`src/rtl/core/vne_pkg.sv`:
```
// shared types, constants and the reciprocal square root table of the normal estimator
package vne_pkg;

  localparam int VNE_MAX_X = 32;
  localparam int VNE_MAX_Y = 32;
  localparam int VNE_MAX_Z = 32;

  localparam int VNE_SIZE_W = 6;
  localparam logic [VNE_SIZE_W-1:0] VNE_SIZE_RST = 6'd32;

  localparam int VNE_COORD_W = 5;
  localparam int VNE_LEN2_W = 7;
  localparam int VNE_RSQ_W = 17;
  localparam int VNE_RSQ_DEPTH = 76;

  // register indexes on the configuration port
  localparam logic [1:0] VNE_REG_SIZE_X = 2'd0;
  localparam logic [1:0] VNE_REG_SIZE_Y = 2'd1;
  localparam logic [1:0] VNE_REG_SIZE_Z = 2'd2;

  // input kind carried on tuser
  localparam logic VNE_ACT_WRITE = 1'b0;
  localparam logic VNE_ACT_COMPUTE = 1'b1;

  typedef struct packed {
    logic [VNE_SIZE_W-1:0] sx;
    logic [VNE_SIZE_W-1:0] sy;
    logic [VNE_SIZE_W-1:0] sz;
  } vne_size_t;

  // gathered neighbourhood of one compute request
  typedef struct packed {
    logic              occ;
    logic signed [3:0] sx;
    logic signed [3:0] sy;
    logic signed [3:0] sz;
  } vne_sum_t;

  typedef enum logic [5:0] {
    S_CLEAR  = 6'b000001,
    S_IDLE   = 6'b000010,
    S_WRD    = 6'b000100,
    S_WWR    = 6'b001000,
    S_GATHER = 6'b010000,
    S_HAND   = 6'b100000
  } vne_state_t;

  typedef logic [VNE_RSQ_W-1:0] vne_rsq_rom_t [0:VNE_RSQ_DEPTH-1];

  // round(65536/sqrt(l)), half up, by bisection at elaboration
  function automatic vne_rsq_rom_t vne_build_rsq();
    vne_rsq_rom_t rom;
    longint lo;
    longint hi;
    longint mid;
    longint d;
    for (int l = 0; l < VNE_RSQ_DEPTH; l++) begin
      if (l == 0) begin
        rom[l] = '0;
      end else begin
        lo = 1;
        hi = 65536;
        while (lo < hi) begin
          mid = (lo + hi + 1) / 2;
          d = 2 * mid - 1;
          if (d * d * longint'(l) <= (longint'(1) << 34)) begin
            lo = mid;
          end else begin
            hi = mid - 1;
          end
        end
        rom[l] = VNE_RSQ_W'(lo);
      end
    end
    return rom;
  endfunction

  localparam vne_rsq_rom_t VNE_RSQ_ROM = vne_build_rsq();

endpackage

```
`src/rtl/core/vne_norm.sv`:
```
// normalization pipeline and result register
module vne_norm
  import vne_pkg::*;
(
  input  logic     clk,
  input  logic     rst_n,
  input  logic     req_valid,
  output logic     req_ready,
  input  vne_sum_t req,
  output logic     out_valid,
  input  logic     out_ready,
  output logic     out_occ,
  output logic [7:0] out_red,
  output logic [7:0] out_green,
  output logic [7:0] out_blue
);

  logic s1_v_r, s2_v_r, s3_v_r, out_v_r;
  vne_sum_t s1_r, s2_r;
  logic [VNE_LEN2_W-1:0] len2_r;
  logic [VNE_RSQ_W-1:0] rsq_r;
  logic s2_zero_r, s3_zero_r, s3_occ_r;
  logic [7:0] red_r, green_r, blue_r;
  logic occ_out_r;

  logic signed [7:0] ex, ey, ez;
  logic signed [7:0] len2_w;
  logic out_load;

  function automatic logic [17:0] clamp_t(input logic signed [3:0] s,
                                          input logic [VNE_RSQ_W-1:0] r);
    logic signed [21:0] p;
    p = $signed({5'b0, r}) * 22'(s) + 22'sd65536;
    if (p < 22'sd0) return 18'd0;
    if (p > 22'sd131072) return 18'd131072;
    return 18'(p);
  endfunction

  function automatic logic [7:0] to_byte(input logic [17:0] t);
    logic [25:0] w;
    w = 26'(t) * 26'd255;
    return w[24:17];
  endfunction

  function automatic logic signed [7:0] req_sx_ext(input logic signed [3:0] s);
    return 8'(s);
  endfunction

  always_comb begin
    ex = 8'(req_sx_ext(s1_r.sx));
    ey = 8'(req_sx_ext(s1_r.sy));
    ez = 8'(req_sx_ext(s1_r.sz));
    len2_w = ex * ex + ey * ey + ez * ez;
  end

  assign req_ready = !s1_v_r && !s2_v_r && !s3_v_r;
  assign out_load = s3_v_r && (!out_v_r || out_ready);

  always_ff @(posedge clk) begin
    if (!rst_n) begin
      s1_v_r <= 1'b0;
      s2_v_r <= 1'b0;
      s3_v_r <= 1'b0;
      out_v_r <= 1'b0;
    end else begin
      s1_v_r <= req_valid && req_ready;
      s2_v_r <= s1_v_r;
      s3_v_r <= s2_v_r || (s3_v_r && !out_load);
      if (out_load) begin
        out_v_r <= 1'b1;
      end else if (out_ready) begin
        out_v_r <= 1'b0;
      end
    end
  end

  always_ff @(posedge clk) begin
    if (req_valid && req_ready) begin
      s1_r <= req;
    end
    if (s1_v_r) begin
      s2_r <= s1_r;
      len2_r <= VNE_LEN2_W'(len2_w);
      s2_zero_r <= (len2_w == 8'sd0);
    end
    if (s2_v_r) begin
      rsq_r <= VNE_RSQ_ROM[len2_r];
    end
    if (s2_v_r) begin
      s3_occ_r <= s2_r.occ;
      s3_zero_r <= s2_zero_r;
    end
    if (out_load) begin
      occ_out_r <= s3_occ_r;
      if (!s3_occ_r) begin
        red_r <= 8'd0;
        green_r <= 8'd0;
        blue_r <= 8'd0;
      end else if (s3_zero_r) begin
        red_r <= 8'd127;
        green_r <= 8'd127;
        blue_r <= 8'd127;
      end else begin
        red_r <= to_byte(clamp_t(s2_r.sx, rsq_r));
        green_r <= to_byte(clamp_t(s2_r.sy, rsq_r));
        blue_r <= to_byte(clamp_t(s2_r.sz, rsq_r));
      end
    end
  end

  assign out_valid = out_v_r;
  assign out_occ = occ_out_r;
  assign out_red = red_r;
  assign out_green = green_r;
  assign out_blue = blue_r;

endmodule

```
`config.mk`:
```
export PLATFORM = sky130hd
export DESIGN_NAME = vne_norm
export DESIGN_NICKNAME = d
export VERILOG_FILES = /design/src/rtl/core/vne_pkg.sv /design/src/rtl/core/vne_norm.sv
export SDC_FILE = /design/constraint.sdc
export NUM_CORES = 1
export LEC_CHECK = 0
export ABC_AREA = 1
export BUFFER_PORTS_ARGS = -buffer_cell sky130_fd_sc_hd__buf_2
export CORE_MARGIN = 2
export CORE_UTILIZATION = 60
export CTS_BUF_LIST = sky130_fd_sc_hd__clkbuf_16
export DETAILED_ROUTE_END_ITERATION = 8
export PLACE_DENSITY = 0.88
export SLEW_MARGIN = 15
export SYNTH_ARGS = -nofsm -noshare
export SYNTH_HDL_FRONTEND = slang
export SYNTH_SLANG_ARGS = --single-unit
```
`constraint.sdc`:
```
create_clock -name clk -period 11.5 [get_ports clk]
set_input_delay 0.575 -clock clk [delete_from_list [all_inputs] [get_ports clk]]
set_output_delay 0.575 -clock clk [all_outputs]
set_load 0.02 [all_outputs]
```
# Word level (Yosys, flattened, before mapping)

Memories as Yosys holds them, arrays and structs flattened. A register that Yosys moved wholly into a read port is not among the register bits.
Index checks and enable logic that the tools add are counted.

Memories kept: 1
Output and inout bits: 27
Input port bits: 17
Flip-flop bits (word level): 65
ROM bits: 2176

Add/subtract/negate cells: 5
Muxes and demuxes: 53
Bitwise logic cells: 2
$mul: 9
Order comparisons: 6
Reductions and logical operators: 15

Memories:

| name            | words | bits a word | read ports | clocked after Yosys merged registers in | wr ports | line           | RTL |
|---|---|---|---|---|---|---|---|
| (no name shown) | 128   | 17          | 1          | 1                                       | 0        | vne_norm.sv:87 | `rsq_r <= VNE_RSQ_ROM[len2_r];` |

Operators by type and width:

| cell                                                             | number |
|---|---|
| two-way mux 18 bit                                               | 21 |
| multiplier 18 x 8 -> 25 bit (second input constant)              | 3 |
| adder 22 x 18 -> 22 bit (second input constant)                  | 3 |
| greater-than comparator 22 x 19 -> 1 bit (second input constant) | 3 |
| less-than comparator 22 x 1 -> 1 bit (second input constant)     | 3 |
| multiplier 18 x 4 -> 22 bit                                      | 3 |
| two-way mux 1 bit                                                | 29 |
| multiplier 4 x 4 -> 8 bit                                        | 3 |
| two-way mux 7 bit                                                | 3 |
| adder 8 bit                                                      | 2 |
| logical NOT 8 bit                                                | 1 |
| inverter 7 -> 8 bit                                              | 1 |
| logical AND 1 bit                                                | 5 |
| logical NOT 1 bit                                                | 5 |
| logical OR 1 bit                                                 | 2 |
| nonzero test 2 bit                                               | 1 |
| OR reduction 2 bit                                               | 1 |
| inverter 1 bit                                                   | 1 |

# Depth between registers and ports, before layout

Gate-level depths: netlist of the first run.

Depth in word-level cells: 18
Mapped depth: 51
Depth with buffers taken out: 49

# Worst setup path after synthesis of the first run

Ideal clock, no wire load.

Path type: register to register
Start point: register s2_r[9] (netlist name)
End point: register red_r[6], in the netlist out_red[6] (data pin)
Path slack: 3.435 ns
Setup time: 0.255 ns
Data required time: 11.245 ns
Clock period less this slack: 8.065 ns
Cell stages (with the launch flop): 40
Arrival time: 7.810 ns
Cells stage by stage: edfxtp_1 > clkbuf_1 > clkbuf_1 > nand2_1 > fa_1 > fa_1 > inv_1 > fa_1 > ha_1 > fa_1 > nand3_1 > nand2_1 > nand2_1 > nand2_1 > nand2_1 > nand2_1 > nand2_1 > nand3_1 > [... 4 more ...] > nor2_4 > inv_2 > nor2_1 > fa_1 > fa_1 > inv_1 > fa_1 > fa_1 > inv_1 > ha_1 > nand2_1 > nor3_1 > nor3b_1 > nand4_1 > nand3_1 > xor2_1 > o21ai_0 > inv_1

Longest elaborated chain between the ends: 15
Elaborated cells between the ends (all ways): 21
Those cells by class: add/sub: 1; mul: 2; order compare: 2; mux: 16

Ends and longest elaborated chain:

| element                                  | line            | RTL |
|---|---|---|
| start: declaration                       | vne_norm.sv:19  | `vne_sum_t s1_r, s2_r;` |
| start signal: assignment                 | vne_norm.sv:82  | `s2_r <= s1_r;` |
| multiplier 18 x 4 -> 22 bit *            | vne_norm.sv:33  | `p = $signed({5'b0, r}) * 22'(s) + 22'sd65536;` |
| adder 22 x 18 -> 22 bit *                | vne_norm.sv:33  |  |
| greater-than comparator 22 x 19 -> 1 bit | vne_norm.sv:35  | `if (p > 22'sd131072) return 18'd131072;` |
| two-way mux 1 bit (2 in series)          | vne_norm.sv:35  |  |
| two-way mux 1 bit                        | vne_norm.sv:99  | `end else if (s3_zero_r) begin` |
| two-way mux 1 bit                        | vne_norm.sv:95  | `if (!s3_occ_r) begin` |
| two-way mux 1 bit                        | vne_norm.sv:93  | `if (out_load) begin` |
| two-way mux 18 bit                       | vne_norm.sv:36  | `return 18'(p);` |
| two-way mux 18 bit *                     | vne_norm.sv:35  |  |
| two-way mux 18 bit *                     | vne_norm.sv:99  |  |
| two-way mux 18 bit *                     | vne_norm.sv:95  |  |
| two-way mux 18 bit *                     | vne_norm.sv:93  |  |
| multiplier 18 x 8 -> 25 bit *            | vne_norm.sv:41  | `w = 26'(t) * 26'd255;` |
| two-way mux 7 bit *                      | vne_norm.sv:99  |  |
| end signal: assignment                   | vne_norm.sv:104 | `red_r <= to_byte(clamp_t(s2_r.sx, rsq_r));` |
| end: declaration                         | vne_norm.sv:23  | `logic [7:0] red_r, green_r, blue_r;` |

Every way passes the cells marked *; elsewhere a longest branch is shown, timed or not. The select of a mux whose other input is x is not followed.
A chain may end at the register's enable or synchronous reset.

# Worst setup path after layout of the first run

Start point: register s2_r[1] (netlist name)
End point: register blue_r[7], in the netlist out_blue[7] (data pin)

Longest elaborated chain between the ends: 14
Elaborated cells between the ends (all ways): 20
Those cells by class: add/sub: 1; mul: 2; order compare: 2; mux: 15

Ends and longest elaborated chain:

| element                                  | line            | RTL |
|---|---|---|
| multiplier 18 x 4 -> 22 bit *            | vne_norm.sv:33  |  |
| adder 22 x 18 -> 22 bit *                | vne_norm.sv:33  |  |
| greater-than comparator 22 x 19 -> 1 bit | vne_norm.sv:35  |  |
| two-way mux 1 bit (2 in series)          | vne_norm.sv:35  |  |
| two-way mux 1 bit                        | vne_norm.sv:99  |  |
| two-way mux 1 bit                        | vne_norm.sv:95  |  |
| two-way mux 1 bit                        | vne_norm.sv:93  |  |
| two-way mux 18 bit                       | vne_norm.sv:36  |  |
| two-way mux 18 bit *                     | vne_norm.sv:35  |  |
| two-way mux 18 bit *                     | vne_norm.sv:99  |  |
| two-way mux 18 bit *                     | vne_norm.sv:95  |  |
| two-way mux 18 bit *                     | vne_norm.sv:93  |  |
| multiplier 18 x 8 -> 25 bit *            | vne_norm.sv:41  |  |
| end signal: assignment                   | vne_norm.sv:106 | `blue_r <= to_byte(clamp_t(s2_r.sz, rsq_r));` |
| end: declaration                         | vne_norm.sv:23  |  |

Marks and branches as above.

==> impl_metrics.json, run 1 <==
{
  "synth_fa_ha_area_frac": 0.451,
  "synthDistinctLibCells": 54,
  "yosysWarningCount": 0,
  "pwr-share-comb": 0.822,
  "synth_cells": 3179,
  "worstMarginPinSlew_ns": 1.08,
  "clockBufferDepth": 2,
  "dpl_cell_area_mm2": 0.0246,
  "ys_seq_area_frac": 0.101,
  "grt_max_degree": 35,
  "clockRootBuffer": "clkbuf_16",
  "drtIter0Drc": 2362,
  "io_pins": 44,
  "n_antenna_cell": 0,
  "hold_path_depth": 1,
  "status": "finished, final reports clean",
  "fp.dieW_um": 204,
  "cp_slowest_cell": "edfxtp_1",
  "synth_edf_count": 78,
  "fmax_mhz": 108,
  "final_nets": 3840,
  "hold_viol_final": 0,
  "drc": 0,
  "synth-compound-area-share": 0.0779,
  "synth_seq_cells": 82,
  "avgSynthCellArea_um2": 7.53,
  "cts_tree": "done",
  "postLayoutCellArea_mm2": 0.0249,
  "worstPathMaxFanout": 17,
  "regArea_mm2": 0.00242,
  "post_cts_buffers": 0,
  "layout_common_cells": "inv_1 (824), nand2_1 (622), fa_1 (353)",
  "synth_area_mm2": 0.0239,
  "min_path_type": "input port to register",
  "setup_viol": 0,
  "syn_nets": 3847,
  "synth-main-ff-cell": "edfxtp_1",
  "track_usage": 0.292,
  "dp.cells": 3686,
  "async_reset_ff_frac": 0,
  "synthSimpleGateAreaFrac": 0.208,
  "power_frac_clock": 0.068,
  "p_leak_nw": 14.5,
  "seq_power_share": 0.110,
  "vias": 20500,
  "grt_pass1_wl_um": 98800,
  "viasPerCell": 5.53,
  "max_slew_margin": 0.279,
  "muxShareOfSynthArea": 0,
  "swShare": 0.571,
  "grt_pass1_vias": 21200,
  "portBuffers": 43,
  "die_y_um": 204,
  "clk_latency_ns": 0.37,
  "syn2layout_area_growth_pct": 3.84,
  "ff2ff_path_depth": 33,
  "synth_top_family_by_area": "adder cells",
  "fin_crit_sh": 0.807,
  "globalplace.congestion": 0.992,
  "multi_input_area_mm2": 0.0181,
  "cts_max_level": 3,
  "wl_per_cell_um": 15.4,
  "p_per_area_mw_per_mm2": 171,
  "switchingPower_mw": 2.43,
  "drive_gt1_frac": 0.0346,
  "cts_sinks": 82,
  "cp-end-kind": "register",
  "dp_hpwl_um": 47900,
  "worstPathRequired_ns": 11.60,
  "clk_pin_slew_worst_paths_ns": 0.07,
  "finClkSkew_ns": 0.00758,
  "arrival_ns": 9.38,
  "globalRouteOverflowTotal": 0,
  "min_period_ns": 9.28,
  "dieArea_mm2": 0.0415,
  "num_rows": 73,
  "mostFrequentLayoutCell": "inv_1",
  "ant_nets": 0,
  "synth_xor_area_frac": 0.0194,
  "antenna_found_initial": 0,
  "cap_violations": 0,
  "cts_buffers": 9,
  "max_stage_delay_ns": 0.69,
  "post_cts_resized": 0,
  "fin_cells": 3702,
  "irDropWorstVdd_mv": 0.156,
  "crit_type": "register to register",
  "n_fill_cell": 3305,
  "start_kind": "register",
  "path_common_cell": "fa_1",
  "rsz0062_at_grt": "no",
  "placeableCoreArea_mm2": 0.0395,
  "start_util": 0.605,
  "report.final.slew_viol_count": 0,
  "finalSetupTns_ns": 0,
  "drt-total-wl_um": 57200,
  "p_int_mw": 1.82,
  "power_mw": 4.26,
  "holdBufCountCts": 0,
  "drtPass1Iterations": 7
}
==> cell type report <==
cell class,count,share of cell area
Clock buffer,9,0.00906
Clock inverter,7,0.00211
Inverter,834,0.126
Multi-Input combinational cell,2198,0.729
Sequential cell,82,0.0974
Tap cell,525,0.0264
Timing Repair Buffer,47,0.00987
==> worst paths after layout <==
kind,endpoint,slack (ns),start
hold / removal,ez[0],0.38,req[0]
hold reg to reg,s3_occ_r,0.43,s2_r[12]
setup / recovery,out_blue[7],2.22,s2_r[1]
setup reg to reg,out_blue[7],2.22,s2_r[1]
==> state kept, by name (all words and copies together), names as in the netlist <==
register / cells
ex: 4
ey: 4
ez: 4
len2_r: 7
out_blue: 8
out_green: 8
out_occ: 1
out_red: 8
out_valid: 1
rsq_r: 17
s1_r: 1
s1_v_r: 1
s2_r: 13
s2_v_r: 1
s2_zero_r: 1
s3_occ_r: 1
s3_v_r: 1
s3_zero_r: 1
==> critical path, delay by kind of cell, from the launching register on <==
| family | cells | cell delay (ns) |
|---|---|---|
| xor+xnor | 1 | 0.33 |
| flops | 1 | 0.69 |
| simple gates | 16 | 2.99 |
| fa+ha+maj | 10 | 4.57 |
| compound gates | 2 | 0.15 |
| buf+inv | 4 | 0.31 |
==> power by group through the flow <==
stage | registers [mW] | clock network, mW | logic (mW)
2_1_floorplan | 0.423 | 0 | 2.70
3_3_place_gp | 0.471 | 0 | 3.30
3_5_place_dp | 0.470 | 0 | 3.43
4_1_cts | 0.464 | 0.290 | 3.46
5_1_grt | 0.470 | 0.300 | 4.01
6_report | 0.468 | 0.291 | 3.50
==> logic make-up (layout without fill, tap and decap cells) <==
group	Yosys count	count (layout)
and+or+nand+nor	1171	1171
adders and majority gates	651	651
AOI/OAI and AO/OA	323	323
xor gates and xnor gates	53	53
DFF	82	82
buffers and inverters	899	897
==> per-layer routing <==
layer / vias up / GRT usage / part of all wire
met1: 9595 / 0.376 / 0.41
met2: 945 / 0.498 / 0.47
li1: 9766 / - / -
met4: 0 / 0.112 / 0.038
met3: 172 / 0.0446 / 0.084
met5: - / 0 / 0
==> metrics by stage <==
step | hold WS [ns] | setup slack, ns | util
finish | 0.376 | 2.22 | 0.629
global route | 0.369 | 1.73 | 0.629
CTS | 0.370 | 2.31 | 0.629
detailed placement | 0.408 | 2.32 | 0.622
global placement | 0.401 | 2.49 | 0.622
floorplan | 0.400 | 3.43 | -
==> synthesized netlist by cell type (2+ instances only) <==
master | instances | area (µm²)
o211ai_1 | 21 | 158
nand2_1 | 622 | 2330
nor3_1 | 29 | 145
a31o_2 | 2 | 17.5
o31ai_1 | 9 | 67.6
clkbuf_1 | 50 | 188
a31oi_1 | 14 | 87.6
nand2_2 | 11 | 68.8
buf_2 | 6 | 30.0
fa_1 | 353 | 7070
nand3_1 | 145 | 726
nor2_4 | 6 | 67.6
a21o_1 | 9 | 67.6
a211oi_1 | 7 | 52.6
o221ai_1 | 6 | 52.6
o22ai_1 | 2 | 12.5
nand4_1 | 50 | 313
a21boi_0 | 2 | 15.0
a221oi_1 | 2 | 17.5
nor3b_1 | 5 | 37.5
o21ai_0 | 92 | 460
inv_2 | 9 | 33.8
or2_2 | 4 | 25.0
nand3b_1 | 11 | 82.6
inv_1 | 824 | 3090
edfxtp_1 | 78 | 2340
o21bai_1 | 11 | 82.6
dfxtp_1 | 4 | 80.1
buf_1 | 7 | 26.3
nand3_2 | 3 | 30.0
o311ai_0 | 2 | 17.5
nand2_4 | 7 | 78.8
ha_1 | 298 | 3730
nor2_1 | 270 | 1010
nor4_1 | 2 | 12.5
xnor2_1 | 25 | 219
o21a_1 | 6 | 45.0
xor2_1 | 28 | 245
a21oi_1 | 132 | 661
Note: power is estimated with default switching activity, not from simulation.
==> run 2: changes to the inputs <==
- clock period: 11.5 -> 8.9 ns (I/O delays scaled with it)
==> run 2 against run 1 <==
  * Cell count is 0.89% higher
  * First-iteration DRC count is 7.0% lower
  * Clock skew hardly changed
  * Via count is 0.86% higher
  * Critical path type unchanged
  * Critical endpoint unchanged
  * Largest cell class unchanged
==> impl_metrics.json, run 2 (same netlist as run 1, synthesis figures left out) <==
{
  "switchingPower_mw": 3.21,
  "power_frac_clock": 0.066,
  "clockBufferDepth": 2,
  "largest_reg_flops": 17,
  "worstPathMaxFanout": 10,
  "cts_max_level": 3,
  "cp_slowest_cell": "fa_1",
  "final_nets": 3873,
  "max_slew_margin": 0.241,
  "portBuffers": 43,
  "globalplace.congestion": 1.01,
  "cts_sinks": 82,
  "clk_pin_slew_worst_paths_ns": 0.07,
  "crit_type": "register to register",
  "syn2layout_area_growth_pct": 5.55,
  "dp_hpwl_um": 48400,
  "globalRouteOverflowTotal": 0,
  "fp.dieW_um": 204,
  "track_usage": 0.292,
  "cp-end-kind": "register",
  "worstMarginPinSlew_ns": 1.14,
  "status": "finished, final reports clean",
  "drt-total-wl_um": 58300,
  "dieArea_mm2": 0.0415,
  "dpl_cell_area_mm2": 0.0247,
  "finClkSkew_ns": 0.00743,
  "drtIter0Drc": 2196,
  "num_rows": 73,
  "min_period_ns": 8.49,
  "path_common_cell": "nand2_1",
  "cts_buffers": 9,
  "cap_violations": 0,
  "report.final.slew_viol_count": 0,
  "viasPerCell": 5.53,
  "setup_viol": 0,
  "p_leak_nw": 14.7,
  "ant_nets": 0,
  "swShare": 0.572,
  "start_kind": "register",
  "die_y_um": 204,
  "arrival_ns": 8.59,
  "fmax_mhz": 118,
  "fin_crit_sh": 0.954,
  "grt_pass1_wl_um": 98700,
  "clk_latency_ns": 0.37,
  "n_antenna_cell": 0,
  "reg.largest.list": "rsq_r (17), s2_r (13)",
  "min_path_type": "input port to register",
  "vias": 20700,
  "seq_power_share": 0.106,
  "placeableCoreArea_mm2": 0.0395,
  "pwr-share-comb": 0.828,
  "holdBufCountCts": 0,
  "grt_pass1_vias": 21000,
  "wl_per_cell_um": 15.6,
  "p_per_area_mw_per_mm2": 223,
  "grt_max_degree": 35,
  "mostFrequentLayoutCell": "inv_1",
  "clockRootBuffer": "clkbuf_16",
  "postLayoutCellArea_mm2": 0.0253,
  "drc": 0,
  "max_stage_delay_ns": 0.54,
  "io_pins": 44,
  "regMostFlops": "rsq_r",
  "hold_viol_final": 0,
  "drive_gt1_frac": 0.0545,
  "start_util": 0.605,
  "p_int_mw": 2.41,
  "cts_tree": "done",
  "antenna_found_initial": 0,
  "irDropWorstVdd_mv": 0.270,
  "drtPass1Iterations": 7,
  "worstPathRequired_ns": 9.00,
  "layout_common_cells": "inv_1 (820), nand2_1 (621), fa_1 (352)",
  "power_mw": 5.62
}
run 2: metal layers:
metal,up-vias,track usage,routed length (µm)
met1,9689,0.378,23800
met5,-,0,0
li1,9833,-,-
met2,955,0.497,27600
met3,178,0.0406,4770
met4,0,0.111,2130
run 2: path summary, 6_finish.rpt:
kind	from	end	slack (ns)	cells past startpoint
max	rsq_r[2]	out_blue[7]	0.41	39
max reg2reg	rsq_r[2]	out_blue[7]	0.41	39
min	req[0]	ez[0]	0.25	1
min reg2reg	s2_zero_r	s3_zero_r	0.43	0
run 2: worst max-delay path: cells and delay by family (launching register included):
family / cells / cell delay (ns)
compound gates: 2 / 0.18
fa+ha+maj: 10 / 4.57
buf+inv: 6 / 0.67
flops: 1 / 0.45
simple gates: 21 / 2.36
run 2: per-stage QoR:
step                instances  hold WS, ns  utilization  TNS, ns  setup WS, ns
global placement         3704        0.402        0.625        0         0.335
floorplan                3179        0.400            -        0         0.835
global route             3735        0.236        0.639  -0.0837       -0.0396
CTS                      3720        0.241        0.632        0      0.000503
detailed placement       3704        0.414        0.625        0        0.0289
finish                   3735        0.248        0.639        0         0.409
run 2: cell type report:
| class | instances | area [µm²] |
|---|---|---|
| repair buffers | 80 | 497 |
| clock buffers | 9 | 225 |
| clock inverters | 7 | 56.3 |
| flip-flops and latches | 82 | 2420 |
| multi-input cells | 2198 | 18300 |
| inverters | 834 | 3140 |
| well taps | 525 | 657 |
| fillers | 3190 | 14300 |
run 2: power groups by stage:
stage | Sequential [mW] | Clock, mW | Combinational [mW]
2_1_floorplan | 0.547 | 0 | 3.49
3_3_place_gp | 0.599 | 0 | 4.28
3_5_place_dp | 0.599 | 0 | 4.48
4_1_cts | 0.592 | 0.379 | 4.53
5_1_grt | 0.597 | 0.391 | 5.31
6_report | 0.595 | 0.374 | 4.65
run 2: what timing repair did:
action / 4_1_cts / 5_1_grt
setup buffers: 0 / 15
resized for setup: 0 / 43
endpoints found under the setup margin: 0 / 19
