**src/rtl/core/vne_pkg.sv**
```systemverilog
// shared types, constants and the reciprocal square root table of the normal estimator
package vne_pkg;

  localparam int VNE_MAX_X = 32;
  localparam int VNE_MAX_Y = 32;
  localparam int VNE_MAX_Z = 32;

  localparam int VNE_SIZE_W = 6;
  localparam logic [VNE_SIZE_W-1:0] VNE_SIZE_RST = 6'd32;

  localparam int VNE_COORD_W = 5;
  localparam int VNE_LEN2_W = 7;
  localparam int VNE_RSQ_W = 17;
  localparam int VNE_RSQ_DEPTH = 76;

  // register indexes on the configuration port
  localparam logic [1:0] VNE_REG_SIZE_X = 2'd0;
  localparam logic [1:0] VNE_REG_SIZE_Y = 2'd1;
  localparam logic [1:0] VNE_REG_SIZE_Z = 2'd2;

  // input kind carried on tuser
  localparam logic VNE_ACT_WRITE = 1'b0;
  localparam logic VNE_ACT_COMPUTE = 1'b1;

  typedef struct packed {
    logic [VNE_SIZE_W-1:0] sx;
    logic [VNE_SIZE_W-1:0] sy;
    logic [VNE_SIZE_W-1:0] sz;
  } vne_size_t;

  // gathered neighbourhood of one compute request
  typedef struct packed {
    logic              occ;
    logic signed [3:0] sx;
    logic signed [3:0] sy;
    logic signed [3:0] sz;
  } vne_sum_t;

  typedef enum logic [5:0] {
    S_CLEAR  = 6'b000001,
    S_IDLE   = 6'b000010,
    S_WRD    = 6'b000100,
    S_WWR    = 6'b001000,
    S_GATHER = 6'b010000,
    S_HAND   = 6'b100000
  } vne_state_t;

  typedef logic [VNE_RSQ_W-1:0] vne_rsq_rom_t [0:VNE_RSQ_DEPTH-1];

  // round(65536/sqrt(l)), half up, by bisection at elaboration
  function automatic vne_rsq_rom_t vne_build_rsq();
    vne_rsq_rom_t rom;
    longint lo;
    longint hi;
    longint mid;
    longint d;
    for (int l = 0; l < VNE_RSQ_DEPTH; l++) begin
      if (l == 0) begin
        rom[l] = '0;
      end else begin
        lo = 1;
        hi = 65536;
        while (lo < hi) begin
          mid = (lo + hi + 1) / 2;
          d = 2 * mid - 1;
          if (d * d * longint'(l) <= (longint'(1) << 34)) begin
            lo = mid;
          end else begin
            hi = mid - 1;
          end
        end
        rom[l] = VNE_RSQ_W'(lo);
      end
    end
    return rom;
  endfunction

  localparam vne_rsq_rom_t VNE_RSQ_ROM = vne_build_rsq();

endpackage

```
**src/rtl/core/vne_seq.sv**
```systemverilog
// request sequencer: memory clear, bit writes and neighbourhood gathering
module vne_seq
  import vne_pkg::*;
#(
  parameter int MAX_X = VNE_MAX_X,
  parameter int MAX_Y = VNE_MAX_Y,
  parameter int MAX_Z = VNE_MAX_Z,
  parameter int ROWS = MAX_X * MAX_Y,
  parameter int AW = (ROWS > 1) ? $clog2(ROWS) : 1
) (
  input  logic                   clk,
  input  logic                   rst_n,
  input  vne_size_t              sizes,
  input  logic                   in_valid,
  output logic                   in_ready,
  input  logic                   in_action,
  input  logic [VNE_COORD_W-1:0] in_x,
  input  logic [VNE_COORD_W-1:0] in_y,
  input  logic [VNE_COORD_W-1:0] in_z,
  input  logic                   in_occ,
  output logic [AW-1:0]          mem_addr,
  output logic                   mem_rd,
  output logic                   mem_wr,
  output logic [MAX_Z-1:0]       mem_wdata,
  input  logic [MAX_Z-1:0]       mem_rdata,
  output logic                   res_valid,
  input  logic                   res_ready,
  output vne_sum_t               res
);

  localparam int ZAW = (MAX_Z > 1) ? $clog2(MAX_Z) : 1;

  vne_state_t state_r, state_nxt;
  logic [AW-1:0] clr_r, clr_nxt;
  logic [VNE_COORD_W-1:0] x_r, y_r, z_r, x_nxt, y_nxt, z_nxt;
  logic occ_r, occ_nxt;
  logic [1:0] ix_r, iy_r, ix_nxt, iy_nxt;
  logic iss_r, iss_nxt;
  logic pv_r, pv_nxt;
  logic prow_r, prow_nxt;
  logic [1:0] pix_r, piy_r, pix_nxt, piy_nxt;
  vne_sum_t acc_r, acc_nxt;

  function automatic logic signed [6:0] offs(input logic [1:0] i);
    return $signed({5'b0, i}) - 7'sd1;
  endfunction

  function automatic logic in_vol(input logic signed [6:0] n, input logic [5:0] size,
                                  input int cap);
    return !n[6] && (n[5:0] < size) && (int'(n[5:0]) < cap);
  endfunction

  logic signed [6:0] nx, ny, nzm, nz0, nzp;
  logic row_ok, zm_ok, z0_ok, zp_ok;
  logic em, e0, ep, am, a0, ap, corner, center;
  logic [1:0] cnt;
  logic [AW-1:0] gath_addr, wr_addr;
  logic wr_in_range;

  always_comb begin
    nx = $signed({2'b00, x_r}) + offs(ix_r);
    ny = $signed({2'b00, y_r}) + offs(iy_r);
    row_ok = in_vol(nx, sizes.sx, MAX_X) && in_vol(ny, sizes.sy, MAX_Y);
    gath_addr = AW'(int'(nx[5:0]) * MAX_Y + int'(ny[5:0]));
    wr_addr = AW'(int'(x_r) * MAX_Y + int'(y_r));
    wr_in_range = (int'(in_x) < MAX_X) && (int'(in_y) < MAX_Y) && (int'(in_z) < MAX_Z);

    nzm = $signed({2'b00, z_r}) - 7'sd1;
    nz0 = $signed({2'b00, z_r});
    nzp = $signed({2'b00, z_r}) + 7'sd1;
    zm_ok = in_vol(nzm, sizes.sz, MAX_Z);
    z0_ok = in_vol(nz0, sizes.sz, MAX_Z);
    zp_ok = in_vol(nzp, sizes.sz, MAX_Z);
    // empty means outside the volume or a clear bit
    em = !(prow_r && zm_ok && mem_rdata[ZAW'(nzm[5:0])]);
    e0 = !(prow_r && z0_ok && mem_rdata[ZAW'(nz0[5:0])]);
    ep = !(prow_r && zp_ok && mem_rdata[ZAW'(nzp[5:0])]);
    corner = (pix_r != 2'd1) && (piy_r != 2'd1);
    center = (pix_r == 2'd1) && (piy_r == 2'd1);
    am = !corner;
    ap = !corner;
    a0 = !center;
    cnt = 2'(am & em) + 2'(a0 & e0) + 2'(ap & ep);
  end

  always_comb begin
    state_nxt = state_r;
    clr_nxt = clr_r;
    x_nxt = x_r;
    y_nxt = y_r;
    z_nxt = z_r;
    occ_nxt = occ_r;
    ix_nxt = ix_r;
    iy_nxt = iy_r;
    iss_nxt = iss_r;
    pv_nxt = 1'b0;
    prow_nxt = prow_r;
    pix_nxt = pix_r;
    piy_nxt = piy_r;
    acc_nxt = acc_r;
    mem_addr = gath_addr;
    mem_rd = 1'b0;
    mem_wr = 1'b0;
    mem_wdata = '0;
    in_ready = 1'b0;
    res_valid = 1'b0;

    unique case (state_r)
      S_CLEAR: begin
        mem_addr = clr_r;
        mem_wr = 1'b1;
        clr_nxt = clr_r + AW'(1);
        if (clr_r == AW'(ROWS - 1)) begin
          state_nxt = S_IDLE;
        end
      end
      S_IDLE: begin
        in_ready = 1'b1;
        if (in_valid) begin
          x_nxt = in_x;
          y_nxt = in_y;
          z_nxt = in_z;
          occ_nxt = in_occ;
          if (in_action == VNE_ACT_COMPUTE) begin
            state_nxt = S_GATHER;
            ix_nxt = 2'd0;
            iy_nxt = 2'd0;
            iss_nxt = 1'b1;
            acc_nxt = '0;
          end else if (wr_in_range) begin
            state_nxt = S_WRD;
          end
        end
      end
      S_WRD: begin
        mem_addr = wr_addr;
        mem_rd = 1'b1;
        state_nxt = S_WWR;
      end
      S_WWR: begin
        mem_addr = wr_addr;
        mem_wr = 1'b1;
        mem_wdata = mem_rdata;
        mem_wdata[ZAW'(z_r)] = occ_r;
        state_nxt = S_IDLE;
      end
      S_GATHER: begin
        // issue one row read per cycle, fold in the row read the cycle before
        if (iss_r) begin
          mem_rd = row_ok;
          pv_nxt = 1'b1;
          prow_nxt = row_ok;
          pix_nxt = ix_r;
          piy_nxt = iy_r;
          if (iy_r == 2'd2) begin
            iy_nxt = 2'd0;
            ix_nxt = ix_r + 2'd1;
            if (ix_r == 2'd2) begin
              iss_nxt = 1'b0;
            end
          end else begin
            iy_nxt = iy_r + 2'd1;
          end
        end
        if (pv_r) begin
          if (pix_r == 2'd0) acc_nxt.sx = acc_r.sx - $signed({2'b00, cnt});
          if (pix_r == 2'd2) acc_nxt.sx = acc_r.sx + $signed({2'b00, cnt});
          if (piy_r == 2'd0) acc_nxt.sy = acc_r.sy - $signed({2'b00, cnt});
          if (piy_r == 2'd2) acc_nxt.sy = acc_r.sy + $signed({2'b00, cnt});
          acc_nxt.sz = acc_r.sz + $signed({3'b000, ap & ep}) - $signed({3'b000, am & em});
          if (center) begin
            acc_nxt.occ = !e0;
          end
          if (!iss_r) begin
            state_nxt = S_HAND;
          end
        end
      end
      S_HAND: begin
        res_valid = 1'b1;
        if (res_ready) begin
          state_nxt = S_IDLE;
        end
      end
      default: begin
        state_nxt = S_CLEAR;
      end
    endcase
  end

  assign res = acc_r;

  always_ff @(posedge clk) begin
    if (!rst_n) begin
      state_r <= S_CLEAR;
      clr_r <= '0;
      iss_r <= 1'b0;
      pv_r <= 1'b0;
    end else begin
      state_r <= state_nxt;
      clr_r <= clr_nxt;
      iss_r <= iss_nxt;
      pv_r <= pv_nxt;
    end
  end

  always_ff @(posedge clk) begin
    x_r <= x_nxt;
    y_r <= y_nxt;
    z_r <= z_nxt;
    occ_r <= occ_nxt;
    ix_r <= ix_nxt;
    iy_r <= iy_nxt;
    prow_r <= prow_nxt;
    pix_r <= pix_nxt;
    piy_r <= piy_nxt;
    acc_r <= acc_nxt;
  end

endmodule

```
**config.mk**
```make
export PLATFORM = sky130hd
export DESIGN_NAME = vne_seq
export DESIGN_NICKNAME = d
export VERILOG_FILES = /design/src/rtl/core/vne_pkg.sv /design/src/rtl/core/vne_seq.sv
export SDC_FILE = /design/constraint.sdc
export NUM_CORES = 1
export LEC_CHECK = 0
export ABC_AREA = 1
export BUFFER_PORTS_ARGS = -buffer_cell sky130_fd_sc_hd__buf_2
export CORE_ASPECT_RATIO = 1.1
export CORE_UTILIZATION = 57
export CTS_BUF_LIST = sky130_fd_sc_hd__clkbuf_2
export DETAILED_ROUTE_END_ITERATION = 8
export GPL_ROUTABILITY_DRIVEN = 1
export HOLD_SLACK_MARGIN = 0.06
export PLACE_DENSITY = 0.82
export SETUP_SLACK_MARGIN = 0.4
export SLEW_MARGIN = 20
export SYNTH_ARGS = -nofsm -noshare
export SYNTH_HDL_FRONTEND = slang
export SYNTH_SLANG_ARGS = --single-unit
export TNS_END_PERCENT = 100
```
**constraint.sdc**
```tcl
create_clock -name clk -period 5.3 [get_ports clk]
set_input_delay 0 -clock clk [delete_from_list [all_inputs] [get_ports clk]]
set_output_delay 0 -clock clk [all_outputs]
set_load 0.1 [all_outputs]
```
-- Yosys cells after proc, flatten, opt, wreduce, memory -nomap -nowiden
Cells that the tools add are included.
- bits in registers: 56
- input bits: 71
- output and inout port bits: 59
- word-level logic and storage cells: 170
- $add $sub $neg: 19
- $lt $le $gt $ge: 13
- equal/unequal tests: 26
- muxes and demuxes: 47
- bitwise operators: 5
- reductions and logical operators: 43
- operators with widths (operator ; number):
    13-bit two-way mux ; 3
    6-bit case mux with 6 select lines ; 1
    32-bit bitwise mux ; 1
    32-bit two-way mux ; 1
    6-bit two-way mux ; 5
    13-bit case mux with 2 select lines ; 1
    5-bit AND reduction ; 5
    6-bit less-than comparator ; 4
    6-bit less-than comparator, second input constant ; 4
    10-bit case mux with 2 select lines ; 1
    1-bit logical AND ; 18
    5-bit by 6-bit less-than comparator with 1-bit output, second input constant ; 3
    2-bit != test, second input constant ; 9
    4-bit two-way mux ; 4
    1-bit binary-select mux with 5-bit select ; 3
    1-bit two-way mux ; 15
    6-bit by 3-bit adder with 7-bit output ; 2
    2-bit two-way mux ; 6
    10-bit by 1-bit adder with 10-bit output, second input constant ; 1
    10-bit by 5-bit adder with 10-bit output ; 1
    10-bit by 6-bit adder with 10-bit output ; 1
    10-bit == test, second input constant ; 1
    4-bit by 3-bit adder with 4-bit output ; 2
    2-bit == test, second input constant ; 4
    other kinds (33) ; 57

-- Longest topological paths before layout
Gate-level depths: netlist (run 1).
- depth after elaboration: 15
- depth in mapped cells: 27
- depth with buffers taken out: 26

-- Least setup slack after synthesis (run 1)
No wires, ideal clock.
- path kind: reg-to-reg
- start point: register z_r[0]
- end point: register acc_r, in the netlist res[7] (data pin)
- library setup time: 147 ps
- data arrival time: 4103 ps
- required time: 5153 ps
- setup slack: 1050 ps
- stages on the path, launching flop included: 27
- path buffers: 1
- clock period less this slack: 4250 ps
- cells stage by stage: edfxtp_1 inv_2 buf_2 ha_1 nand2_1 o21ai_0 nand2_1 ha_1 nand2_1 inv_1 a21oi_1 o211ai_1 nor2_1 nand3_1 nand2_1 inv_1 fa_1 inv_1 ha_1 nand2_1 o21ai_0 ha_1 a21oi_1 inv_1 a21oi_1 o21ai_0 a21oi_1
- word-level cells in the longest chain between the ends: 15
- elaborated cells between the ends (all ways): 38
- classes of those cells: 6 x add/sub; 5 x order compare; 10 x mux; 3 x bitwise; 14 x reduce/logical
- ends and longest elaborated chain (item ; line ; RTL):
    start: declaration ; vne_seq.sv:35 ; logic [VNE_COORD_W-1:0] x_r, y_r, z_r, x_nxt, y_nxt, z_nxt;
    start signal: assignment ; vne_seq.sv:210 ; z_r <= z_nxt;
    5-bit by 1-bit subtractor with 6-bit output ; vne_seq.sv:68 ; nzm = $signed({2'b00, z_r}) - 7'sd1;
    6-bit less-than comparator / 1-bit logical NOT (equally long branches) ; vne_seq.sv:50 ; return !n[6] && (n[5:0] < size) && (int'(n[5:0]) < cap);
    1-bit logical AND (2 in series) ; vne_seq.sv:50 ;
    1-bit logical AND (2 in series) ; vne_seq.sv:75 ; em = !(prow_r && zm_ok && mem_rdata[ZAW'(nzm[5:0])]);
    1-bit logical NOT ; vne_seq.sv:75 ;
    1-bit AND ; vne_seq.sv:83 ; cnt = 2'(am & em) + 2'(a0 & e0) + 2'(ap & ep);
    1-bit by 1-bit adder with 2-bit output ; vne_seq.sv:83 ;
    2-bit by 1-bit adder with 2-bit output (*) ; vne_seq.sv:83 ;
    4-bit by 3-bit subtractor with 4-bit output ; vne_seq.sv:168 ; if (piy_r == 2'd0) acc_nxt.sy = acc_r.sy - $signed({2'b00, cnt});
    4-bit two-way mux ; vne_seq.sv:168 ;
    4-bit two-way mux (*) ; vne_seq.sv:169 ; if (piy_r == 2'd2) acc_nxt.sy = acc_r.sy + $signed({2'b00, cnt});
    13-bit two-way mux (*) ; vne_seq.sv:165 ; if (pv_r) begin
    13-bit case mux with 2 select lines (*) ; vne_seq.sv:108 ; unique case (state_r)
    end signal: assignment ; vne_seq.sv:217 ; acc_r <= acc_nxt;
    end: declaration ; vne_seq.sv:42 ; vne_sum_t acc_r, acc_nxt;
Every way passes the cells marked *; elsewhere a longest branch is shown, timed or not. The select of a mux whose other input is x is not followed.
A chain may end at the register's enable or synchronous reset.

-- Worst setup path in the final report (run 1)
- start point: register z_r[2]
- end point: register acc_r, in the netlist res[7] (data pin)
Same word-level chain as after synthesis.

==> key figures, run 1 <==
Status
  – Status: complete, no violations

Worst setup path
  – Reg2reg end: res[7]
  – R2R cell count: 25
  – Crit path depth: 25
  – Crit path largest cell delay: 0.95 ns
  – Arrival time worst endpoint: 4.95 ns
  – Most frequent cell on the critical path: nand2_1
  – CP Class: flop to flop
  – CP startpoint kind: flop
  – CP top delay family: adder cells
  – Slowest CP cell: edfxtp_1
  – Crit Path Max Fanout: 13
  – WP buf/inv: 6
  – Worst setup EP type: flop
  – Required time of the worst setup path: 5.70 ns
  – R2R setup slack: between 0.7 and 0.8 ns
  – RR Startpoint: z_r[2]

Timing
  – F_max: 220.0 MHz
  – Final hold vios: 0
  – Pins Over Slew Limit: 0
  – Hold_ws: about 0.19 ns
  – Worst Skew: 0.03041 ns
  – Minimum period implied by the final worst setup slack: 4.545 ns
  – RSZ-0062 raised after global routing: no
  – Final Cycle Share: 0.8576
  – Final setup fails: 0
  – Relative slew slack: 0.2931
  – Setup TNS: 0 ns
  – Worst slew pin tran: 1.060 ns

Synthesis
  – Number of synthesized flops with an enable pin: 38
  – Post-synthesis sequential area ratio: 0.2509
  – Most used DFF post-synth: edfxtp_1
  – Yosys reg bits: 56
  – Count leader, synth: nand2_1
  – Post-synth top area share: 0.1907
  – Synth top area cells: edfxtp_1 (19%), nand2_1 (12%), ha_1 (12%), inv_1 (7.7%), dfxtp_1 (6.0%)
  – Ys Warns: 0
  – Yosys top cell by area: edfxtp_1
  – Syn Nets: 1002
  – Synth Instances: 867
  – Asr flop ratio synth: 0
  – Synth unique cells: 50
  – Avg Cell Area, Syn: 6.903 µm²
  – Cell Area, Synth: 5984 µm²
  – Commonest cells post-synth: nand2_1 (197), inv_1 (122), nand3_1 (70)

Pwr
  – Pwr dens: 282.7 nW/µm²
  – P_leak: roughly 0.0035 µW
  – Peak supply drop: 0.6225 mV

Run
  – Max-cap violations: 0

Finish
  – P&R area growth vs syn: 16.85%
  – Multi-input logic area: about 3800 µm²
  – # diodes: 0
  – Fin cells: 1148
  – # nets final: roughly 1100
  – Sequential Area: 1501 µm²
  – Layout cell share with drive strength beyond 1: 0.2044
  – FILL cells: 875

Global route
  – Total gr overflow: 0
  – GRT Total Usage: 0.3113
  – First-pass GRT wire length: between 20 and 30 mm
  – Vias in the first global route: slightly below 6000
  – Number of antenna violations at the first check in global routing: 0
  – Largest net degree at the start of global routing: 36

Floorplanning
  – Die Y: 109.5 µm
  – Starting Density: 0.5965
  – Row count: 38
  – Die area: about 11000 µm²
  – Die X-Extent: 99.70 µm
  – Ports: 130
  – Core Area: 10030 µm²

Min path
  – HP Class: input pin to flop
  – Min-Delay Path Depth: 2
  – Hold Startpoint: in_y[1]
  – Hold Path End: y_r[1]

Clock tree
  – Worst-skew pair later-pin latency: a little over 0.5 ns
  – CTS sink cnt: 56
  – Root Driver: clkbuf_2
  – CTS tree: built
  – CTS resizes: 0
  – CTS H-tree depth: 2
  – Num CTS Buffers: 5
  – Clock transition at path regs: 0.33 ns
  – Clock buffer depth: 2

Detailed routing
  – Final WL: 16.64 mm
  – Routed Antenna Nets: 0
  – Post-route DRC: 0
  – Via count: 6283
  – Wire length per cell after detailed routing: 14.49 µm
  – Pre-Repair DR Iteration Count: 5
  – Vias per std cell: 5.473
  – DR iter-0 viols: 306

Placed design
  – RD Place Congestion: approximately 0.96
  – Placed cells: 1117
  – Port bufs: 129
  – DP HPWL: 13.19 mm
final cells by class:
class | instances | share of cell area
Clock buffer | 5 | 0.003578
Clock inverter | 3 | 0.003578
Inverter | 144 | 0.07819
Multi-Input combinational cell | 642 | 0.5436
Sequential cell | 56 | 0.2147
Tap cell | 140 | 0.02505
Timing Repair Buffer | 158 | 0.1313
state kept, by name (all words and copies together) (netlist names):
name / count
res: 13
clr_r: 10
state_r: 6
x_r: 5
y_r: 5
z_r: 5
ix_r: 2
iy_r: 2
pix_r: 2
piy_r: 2
iss_r: 1
occ_r: 1
prow_r: 1
pv_r: 1
per-stage QoR:
stage,power [µW],utilization,setup slack [ns],area [µm²]
6_report,1977,0.6971,0.7547,6993
5_1_grt,2077,0.6971,0.4251,6993
4_1_cts,1973,0.6963,0.6584,6985
3_5_place_dp,1765,0.6694,0.6902,6715
3_3_place_gp,1755,0.6694,0.8277,6715
2_1_floorplan,1560,-,1.050,5984
power breakdown:
part | switching [µW] | total, µW | internal, µW
Sequential | 35.9 | 536 | 500
Clock | 153 | 189 | 36.2
Combinational | 986 | 1250 | 267
timing repair:
item	4_1_cts	5_1_grt
hold buffers	22	0
buffers inserted	0	1
endpoints found under the hold margin	29	0
setup endpoints to repair	0	2
metal layers:
| layer | vias to the layer above | part of all wire | GRT usage |
|---|---|---|---|
| met3 | 47 | 0.071 | 0.04704 |
| met1 | 2829 | 0.40 | 0.3664 |
| li1 | 3142 | - | - |
| met2 | 265 | 0.50 | 0.5601 |
| met4 | 0 | 0.033 | 0.1408 |
| met5 | - | 0 | 0 |
logic make-up after synthesis:
group / after synthesis / share of synthesized area
AOI/OAI and AO/OA: 124 / 0.1190
xor gates and xnor gates: 17 / 0.02488
adders and majority gates: 64 / 0.1413
buffers and inverters: 169 / 0.1139
DFF: 56 / 0.2509
and+or+nand+nor: 437 / 0.3500
worst max-delay path by stage:
stage | from | end | slack, ns
after floorplan | z_r[0] | res[7] | 1.05
after global placement | z_r[1] | res[7] | 0.83
after detailed placement | z_r[1] | res[7] | 0.69
after CTS | z_r[1] | res[7] | 0.66
after global routing | z_r[2] | res[7] | 0.43
final | z_r[2] | res[7] | 0.75
cell usage in the layout, fill, tap and decap left out, types with 3 or more instances in the layout:
| cell | instances |
|---|---|
| nand2_4 | 4 |
| inv_2 | 20 |
| ha_1 | 58 |
| a211oi_1 | 14 |
| nand2_2 | 5 |
| o21ai_1 | 4 |
| nand4_1 | 11 |
| a21oi_1 | 64 |
| nor2_1 | 65 |
| nor3_1 | 45 |
| dfxtp_1 | 18 |
| nor4_1 | 3 |
| nand2_1 | 197 |
| nand3b_1 | 4 |
| nor2_4 | 7 |
| buf_4 | 7 |
| xor2_1 | 12 |
| inv_1 | 122 |
| dlygate4sd3_1 | 22 |
| xnor2_1 | 5 |
| clkbuf_2 | 5 |
| buf_2 | 129 |
| o21ai_0 | 22 |
| nor2_8 | 3 |
| nand3_1 | 70 |
| fa_1 | 6 |
| nand3_2 | 4 |
| edfxtp_1 | 38 |
| o221ai_1 | 3 |
| o211ai_1 | 3 |
| nor2_2 | 9 |
Power figures use the tool's default switching activity.
==> run 2, diff against run 1 <==
BUFFER_PORTS_ARGS = -buffer_cell sky130_fd_sc_hd__clkbuf_2   (was -buffer_cell sky130_fd_sc_hd__buf_2)
==> run 2 against run 1 <==
  * Highest routed layer unchanged
  * Largest power group unchanged
  * Sequential share of layout area is essentially flat
  * Critical endpoint unchanged
  * Die area is the same
  * Via count decreased by 0.64%
  * Worst setup slack worse by 0.13 ns
  * Count of clock-buffer cells in the layout is the same
  * Cell area up 0.21%
  * Clock power grew 3%
  * Global-route usage decreased by 0.84 points
==> key figures, run 2 (synthesized netlist as in run 1, its figures left out) <==
Timing
  – Final Worst Setup Slack: 0.6273 ns (-0.1274 ns)
  – Final Cycle Share: 0.8816 (+0.02404)
  – Hold_ws: 0.1676 ns (-0.02499 ns)
  – Relative slew slack: 0.3117 (+0.01860)
  – Setup TNS: 0 ns (unchanged)
  – Final setup fails: 0 (unchanged)
  – Final hold vios: 0 (unchanged)
  – Worst slew pin tran: 1.032 ns (-0.02791 ns)
  – F_max: 214.0 MHz (-2.7%)
  – Pins Over Slew Limit: 0 (unchanged)
  – Minimum period implied by the final worst setup slack: 4.673 ns (+0.1274 ns)
  – RSZ-0062 raised after global routing: no
  – Worst Skew: 0.03839 ns (+0.007988 ns)

Floorplanning
  – Die area: 10910 µm² (unchanged)
  – Ports: 130 (unchanged)
  – Row count: 38 (unchanged)
  – Core Area: 10030 µm² (unchanged)
  – Die Y: 109.5 µm (unchanged)
  – Starting Density: 0.5965 (unchanged)
  – Die X-Extent: 99.70 µm (unchanged)

Detailed routing
  – Pre-Repair DR Iteration Count: 5 (unchanged)
  – Metal-1 WL: 6.852 mm (+3.2%)
  – Max layer used: met4
  – Vias per std cell: 5.429 (-0.81%)
  – Post-route DRC: 0 (unchanged)
  – DR iter-0 viols: 424 (+39%)
  – Met2 WL: 8.037 mm (-2.8%)
  – Metal3 WL: 1.065 mm (-10%)
  – Final WL: 16.34 mm (-1.8%)
  – Routed Antenna Nets: 0 (unchanged)
  – Via count: 6243 (-0.64%)
  – Wire length per cell after detailed routing: 14.21 µm (-2.0%)

Worst setup path
  – R2R cell count: 25 (unchanged)
  – CP startpoint kind: flop
  – Arrival time worst endpoint: 5.09 ns (+0.14 ns)
  – Worst setup EP type: flop
  – Reg2reg end: res[7]
  – CP Class: flop to flop
  – R2R setup slack: 0.63 ns (-0.13 ns)
  – Crit Path Max Fanout: 11 (-2)
  – Required time of the worst setup path: 5.72 ns (+0.02 ns)
  – RR Startpoint: z_r[1]
  – Crit. Startpoint: z_r[1]

Placed design
  – RD Place Congestion: 0.9306 (-2.9%)
  – Pre-CTS WS: 0.6811 ns (-0.009136 ns)
  – Port bufs: 129 (unchanged)
  – DP HPWL: 12.84 mm (-2.6%)

Pwr
  – Pwr Total: 1970 µW (-0.34%)
  – P_sw: 1171 µW (-0.28%)
  – Power share of the clock group: 0.099 (+0.004)
  – P_leak: 0.003546 µW (about the same)
  – Pwr dens: 281.2 nW/µm² (-0.55%)
  – Reg power frac: 0.273 (+0.002)
  – Peak supply drop: 0.4766 mV (-23%)
  – Sw Share: 0.5942 (about the same)
  – Pint: 799.6 µW (-0.43%)
  – Comb power frac: 0.629 (-0.004)

Min path
  – Min-Delay Path Depth: 2 (unchanged)
  – Hold Path End: x_r[0]
  – HP Class: input pin to flop
  – Hold Startpoint: in_x[0]

Clock tree
  – CTS sink cnt: 56 (unchanged)
  – Root Driver: clkbuf_2
  – Clock transition at path regs: 0.34 ns (about the same)
  – CTS H-tree depth: 2 (unchanged)
  – Worst-skew pair later-pin latency: 0.52 ns (about the same)
  – CTS tree: built
  – Clock buffer depth: 2 (unchanged)
  – Num CTS Buffers: 5 (unchanged)
  – CTS resizes: 0 (unchanged)

Global route
  – First-pass GRT wire length: 26.28 mm (-2.0%)
  – Total gr overflow: 0 (unchanged)
  – Number of antenna violations at the first check in global routing: 0 (unchanged)
  – Largest net degree at the start of global routing: 36 (unchanged)
  – Vias in the first global route: 5652 (-3.7%)
  – GRT Total Usage: 0.3029 (-0.008361)

Finish
  – Max reg flops: 13 (unchanged)
  – Fin util: 0.6986 (+0.001496)
  – Most common cell after layout, fill and taps aside: nand2_1
  – # nets final: 1144 (+0.18%)
  – Layout cell share with drive strength beyond 1: 0.2059 (+0.001576)
  – Most frequent cells in the layout: nand2_1 (197), clkbuf_2 (134), inv_1 (122), nand3_1 (70), nor2_1 (65)
  – P&R area growth vs syn: 17.10%
  – # diodes: 0 (unchanged)

Run
  – Max-cap violations: 0 (unchanged)

Status
  – Status: complete, no violations
-- run 2: how the worst max path moves through the flow --
| stage | endpoint | slack (ns) | cells after the start |
|---|---|---|---|
| 2_1_floorplan | res[7] | 1.05 | 26 |
| 3_3_place_gp | res[7] | 0.81 | 25 |
| 3_5_place_dp | res[7] | 0.68 | 25 |
| 4_1_cts | res[7] | 0.61 | 25 |
| 5_1_grt | res[7] | 0.39 | 25 |
| 6_report | res[7] | 0.63 | 25 |
-- run 2: layer usage --
metal	up-vias	GRT usage
met2	244	0.5355
met3	33	0.03306
met4	0	0.1029
li1	3150	-
met5	-	0
met1	2816	0.3850
-- run 2: area by class of cell --
type | count | area [µm²]
tap | 140 | 175.2
sequential | 56 | 1501
inverter | 144 | 546.8
clock inverter | 3 | 25.02
clock buffer | 5 | 25.02
fill | 887 | 3024
timing repair buffer | 160 | 933.4
multi-input combinational | 642 | 3801
-- run 2: power groups by stage --
stage               clock, µW  sequential (µW)  combinational, µW
floorplan                   0              585                975
global placement            0              546               1210
detailed placement          0              546               1210
CTS                       195              537               1230
global route              212              542               1320
finish                    195              537               1240
-- run 2: critical path, cell delays in order, from the launching register on --
cell and delay [ns]:
edfxtp_1 0.56, inv_2 0.25, ha_1 0.36, nand2_1 0.19, o21ai_0 0.18, nand2_1 0.10, ha_1 0.28, nand2_1 0.06
inv_1 0.06, a21oi_1 0.14, o211ai_1 0.09, nor2_1 0.10, nand3_1 0.09, nand2_1 0.06, inv_1 0.06, fa_1 0.59
inv_1 0.05, ha_1 0.28, nand2_1 0.07, o21ai_0 0.14, ha_1 0.31, a21oi_1 0.13, inv_1 0.05, a21oi_1 0.16
o21ai_0 0.11, a21oi_1 0.12
-- run 2: timing repair --
| item | 4_1_cts | 5_1_grt |
|---|---|---|
| endpoints found under the setup margin | 0 | 1 |
| buffers inserted | 0 | 3 |
| hold buffers | 22 | 0 |
| hold endpoints to repair | 28 | 0 |
-- run 2: through the flow --
stage	std cells	area (µm²)
2_1_floorplan	867	5984
3_3_place_gp	1117	6715
3_5_place_dp	1117	6715
4_1_cts	1147	6985
5_1_grt	1150	7008
6_report	1150	7008
==> run 3, diff against run 2 <==
PLACE_DENSITY = 0.81   (was 0.82)
==> run 3 against run 2 <==
  * Register-to-register slack better by 0.22 ns
  * Sequential share of layout area decreased by 0.18 points
  * Clock power grew 18%
  * Wire length grew 3.2%
  * Critical path depth did not move
  * Sequential cell count unchanged
==> key figures, run 3 (synthesized netlist as in run 1, its figures left out) <==
Global route
  – GRT Total Usage: 0.3176 (+0.01463)
  – Vias in the first global route: 5914 (+4.6%)
  – Number of antenna violations at the first check in global routing: 0 (unchanged)
  – Largest net degree at the start of global routing: 36 (unchanged)
  – Total gr overflow: 0 (unchanged)
  – First-pass GRT wire length: 27.58 mm (+5.0%)

Worst setup path
  – Required time of the worst setup path: 5.70 ns (-0.02 ns)
  – Worst setup EP type: flop
  – CP Class: flop to flop
  – RR Startpoint: z_r[1]
  – CP startpoint kind: flop
  – Arrival time worst endpoint: 4.85 ns (-0.24 ns)
  – Crit Path Max Fanout: 11 (unchanged)
  – Crit. Startpoint: z_r[1]

Detailed routing
  – DR iter-0 viols: 343 (-19%)
  – Metal3 WL: 1.183 mm (+11%)
  – Post-route DRC: 0 (unchanged)
  – Routed Antenna Nets: 0 (unchanged)
  – Max layer used: met4
  – Wire length per cell after detailed routing: 14.62 µm (+2.9%)
  – Final WL: 16.85 mm (+3.2%)
  – Pre-Repair DR Iteration Count: 5 (unchanged)
  – Via count: 6351 (+1.7%)
  – Vias per std cell: 5.508 (+1.5%)
  – Met2 WL: 8.098 mm (+0.76%)
  – Metal-1 WL: 6.952 mm (+1.5%)

Timing
  – Hold_ws: 0.1920 ns (+0.02448 ns)
  – Minimum period implied by the final worst setup slack: 4.450 ns (-0.2232 ns)
  – Final setup fails: 0 (unchanged)
  – Worst Skew: 0.03562 ns (-0.002773 ns)
  – Final Cycle Share: 0.8395 (-0.04211)
  – RSZ-0062 raised after global routing: no
  – Final hold vios: 0 (unchanged)
  – Worst slew pin tran: 1.051 ns (+0.01887 ns)
  – F_max: 224.7 MHz (+5.0%)
  – Relative slew slack: 0.2991 (-0.01258)
  – Setup TNS: 0 ns (unchanged)
  – Pins Over Slew Limit: 0 (unchanged)

Floorplanning
  – Die X-Extent: 99.70 µm (unchanged)
  – Ports: 130 (unchanged)
  – Core Area: 10030 µm² (unchanged)
  – Starting Density: 0.5965 (unchanged)
  – Die Y: 109.5 µm (unchanged)
  – Row count: 38 (unchanged)
  – Die area: 10910 µm² (unchanged)

Pwr
  – P_leak: 0.003576 µW (+0.82%)
  – P_sw: 1166 µW (-0.40%)
  – Pint: 848.5 µW (+6.1%)
  – Comb power frac: 0.619 (-0.010)
  – Reg power frac: 0.267 (-0.006)
  – Peak supply drop: 0.7826 mV (+64%)
  – Pwr dens: 285.0 nW/µm² (+1.4%)
  – Power share of the clock group: 0.115 (+0.016)
  – Sw Share: 0.5788 (-0.01537)

Finish
  – # diodes: 0 (unchanged)
  – FILL cells: 901 (+1.6%)
  – # nets final: 1147 (+0.26%)
  – Most frequent cells in the layout: nand2_1 (197), clkbuf_2 (135), inv_1 (122), nand3_1 (70), nor2_1 (65)
  – P&R area growth vs syn: 18.11%
  – Max reg flops: 13 (unchanged)
  – Layout cell share with drive strength beyond 1: 0.2093 (+0.003339)
  – Most common cell after layout, fill and taps aside: nand2_1

Clock tree
  – CTS sink cnt: 56 (unchanged)
  – Worst-skew pair later-pin latency: 0.51 ns (about the same)
  – Root Driver: clkbuf_2
  – CTS H-tree depth: 2 (unchanged)
  – CTS tree: built
  – Clock buffer depth: 2 (unchanged)
  – Num CTS Buffers: 5 (unchanged)
  – Clock transition at path regs: 0.31 ns (-0.03 ns)

Status
  – Status: complete, no violations

Min path
  – HP Class: input pin to flop
  – Hold Startpoint: in_y[1]

Placed design
  – DP HPWL: 12.95 mm (+0.85%)
  – RD Place Congestion: 0.9181 (-1.3%)
  – Port bufs: 129 (unchanged)

Run
  – Max-cap violations: 0 (unchanged)
==> run 3: metrics by stage <==
| step | cells | cell area (µm²) | setup WS [ns] | total power (µW) | util |
|---|---|---|---|---|---|
| 2_1_floorplan | 867 | 5984 | 1.050 | 1560 | - |
| 3_5_place_dp | 1116 | 6708 | 0.6491 | 1757 | 0.6686 |
| 4_1_cts | 1146 | 6997 | 0.6038 | 2004 | 0.6974 |
| 3_3_place_gp | 1116 | 6708 | 0.7922 | 1754 | 0.6686 |
| 5_1_grt | 1153 | 7068 | 0.4446 | 2112 | 0.7045 |
| 6_report | 1153 | 7068 | 0.8505 | 2015 | 0.7045 |
==> run 3: area by class of cell <==
cell class	instances	area (µm²)	share of cell area
clock inverters	2	38.79	0.005488
repair buffers	163	959.7	0.1358
multi-input cells	642	3814	0.5396
flip-flops and latches	56	1501	0.2124
clock buffers	6	30.03	0.004249
inverters	144	549.3	0.07771
well taps	140	175.2	0.02478
==> run 3: worst paths after layout <==
path / endpoint / slack (ns) / cells after the start
setup / recovery: res[7] / 0.85 / 25
hold reg to reg: clr_r[7] / 0.51 / 2
setup reg to reg: res[7] / 0.85 / 25
hold / removal: y_r[1] / 0.19 / 2
==> run 3: critical path, cell delays in order, from the launching register on <==
cell	delay [ns]
edfxtp_1	0.55
inv_4	0.18
ha_4	0.20
nand2_1	0.14
o21ai_0	0.18
nand2_1	0.12
ha_1	0.28
nand2_1	0.06
inv_1	0.06
a21oi_1	0.17
o211ai_1	0.10
nor2_1	0.10
nand3_1	0.08
nand2_1	0.06
inv_1	0.07
fa_1	0.60
inv_1	0.06
ha_1	0.28
nand2_1	0.07
o21ai_0	0.15
ha_1	0.31
a21oi_1	0.12
inv_1	0.05
a21oi_1	0.16
o21ai_0	0.11
a21oi_1	0.12
==> run 3: per-layer routing <==
metal / GRT usage / vias up
met2: 0.5606 / 297
met5: 0 / -
met3: 0.03814 / 52
li1: - / 3159
met4: 0.1408 / 0
met1: 0.3895 / 2843
==> run 3: repair_timing <==
action / 4_1_cts / 5_1_grt
buffers inserted: 0 / 7
hold buffers: 22 / 0
resized for setup: 0 / 4
endpoints found under the setup margin: 0 / 5
hold endpoints to repair: 25 / 0
==> run 3: power groups by stage <==
stage	registers (µW)	clock network (µW)	logic, µW
6_report	537	231	1250
5_1_grt	542	244	1330
4_1_cts	537	230	1240
3_5_place_dp	546	0	1210
3_3_place_gp	545	0	1210
2_1_floorplan	585	0	975
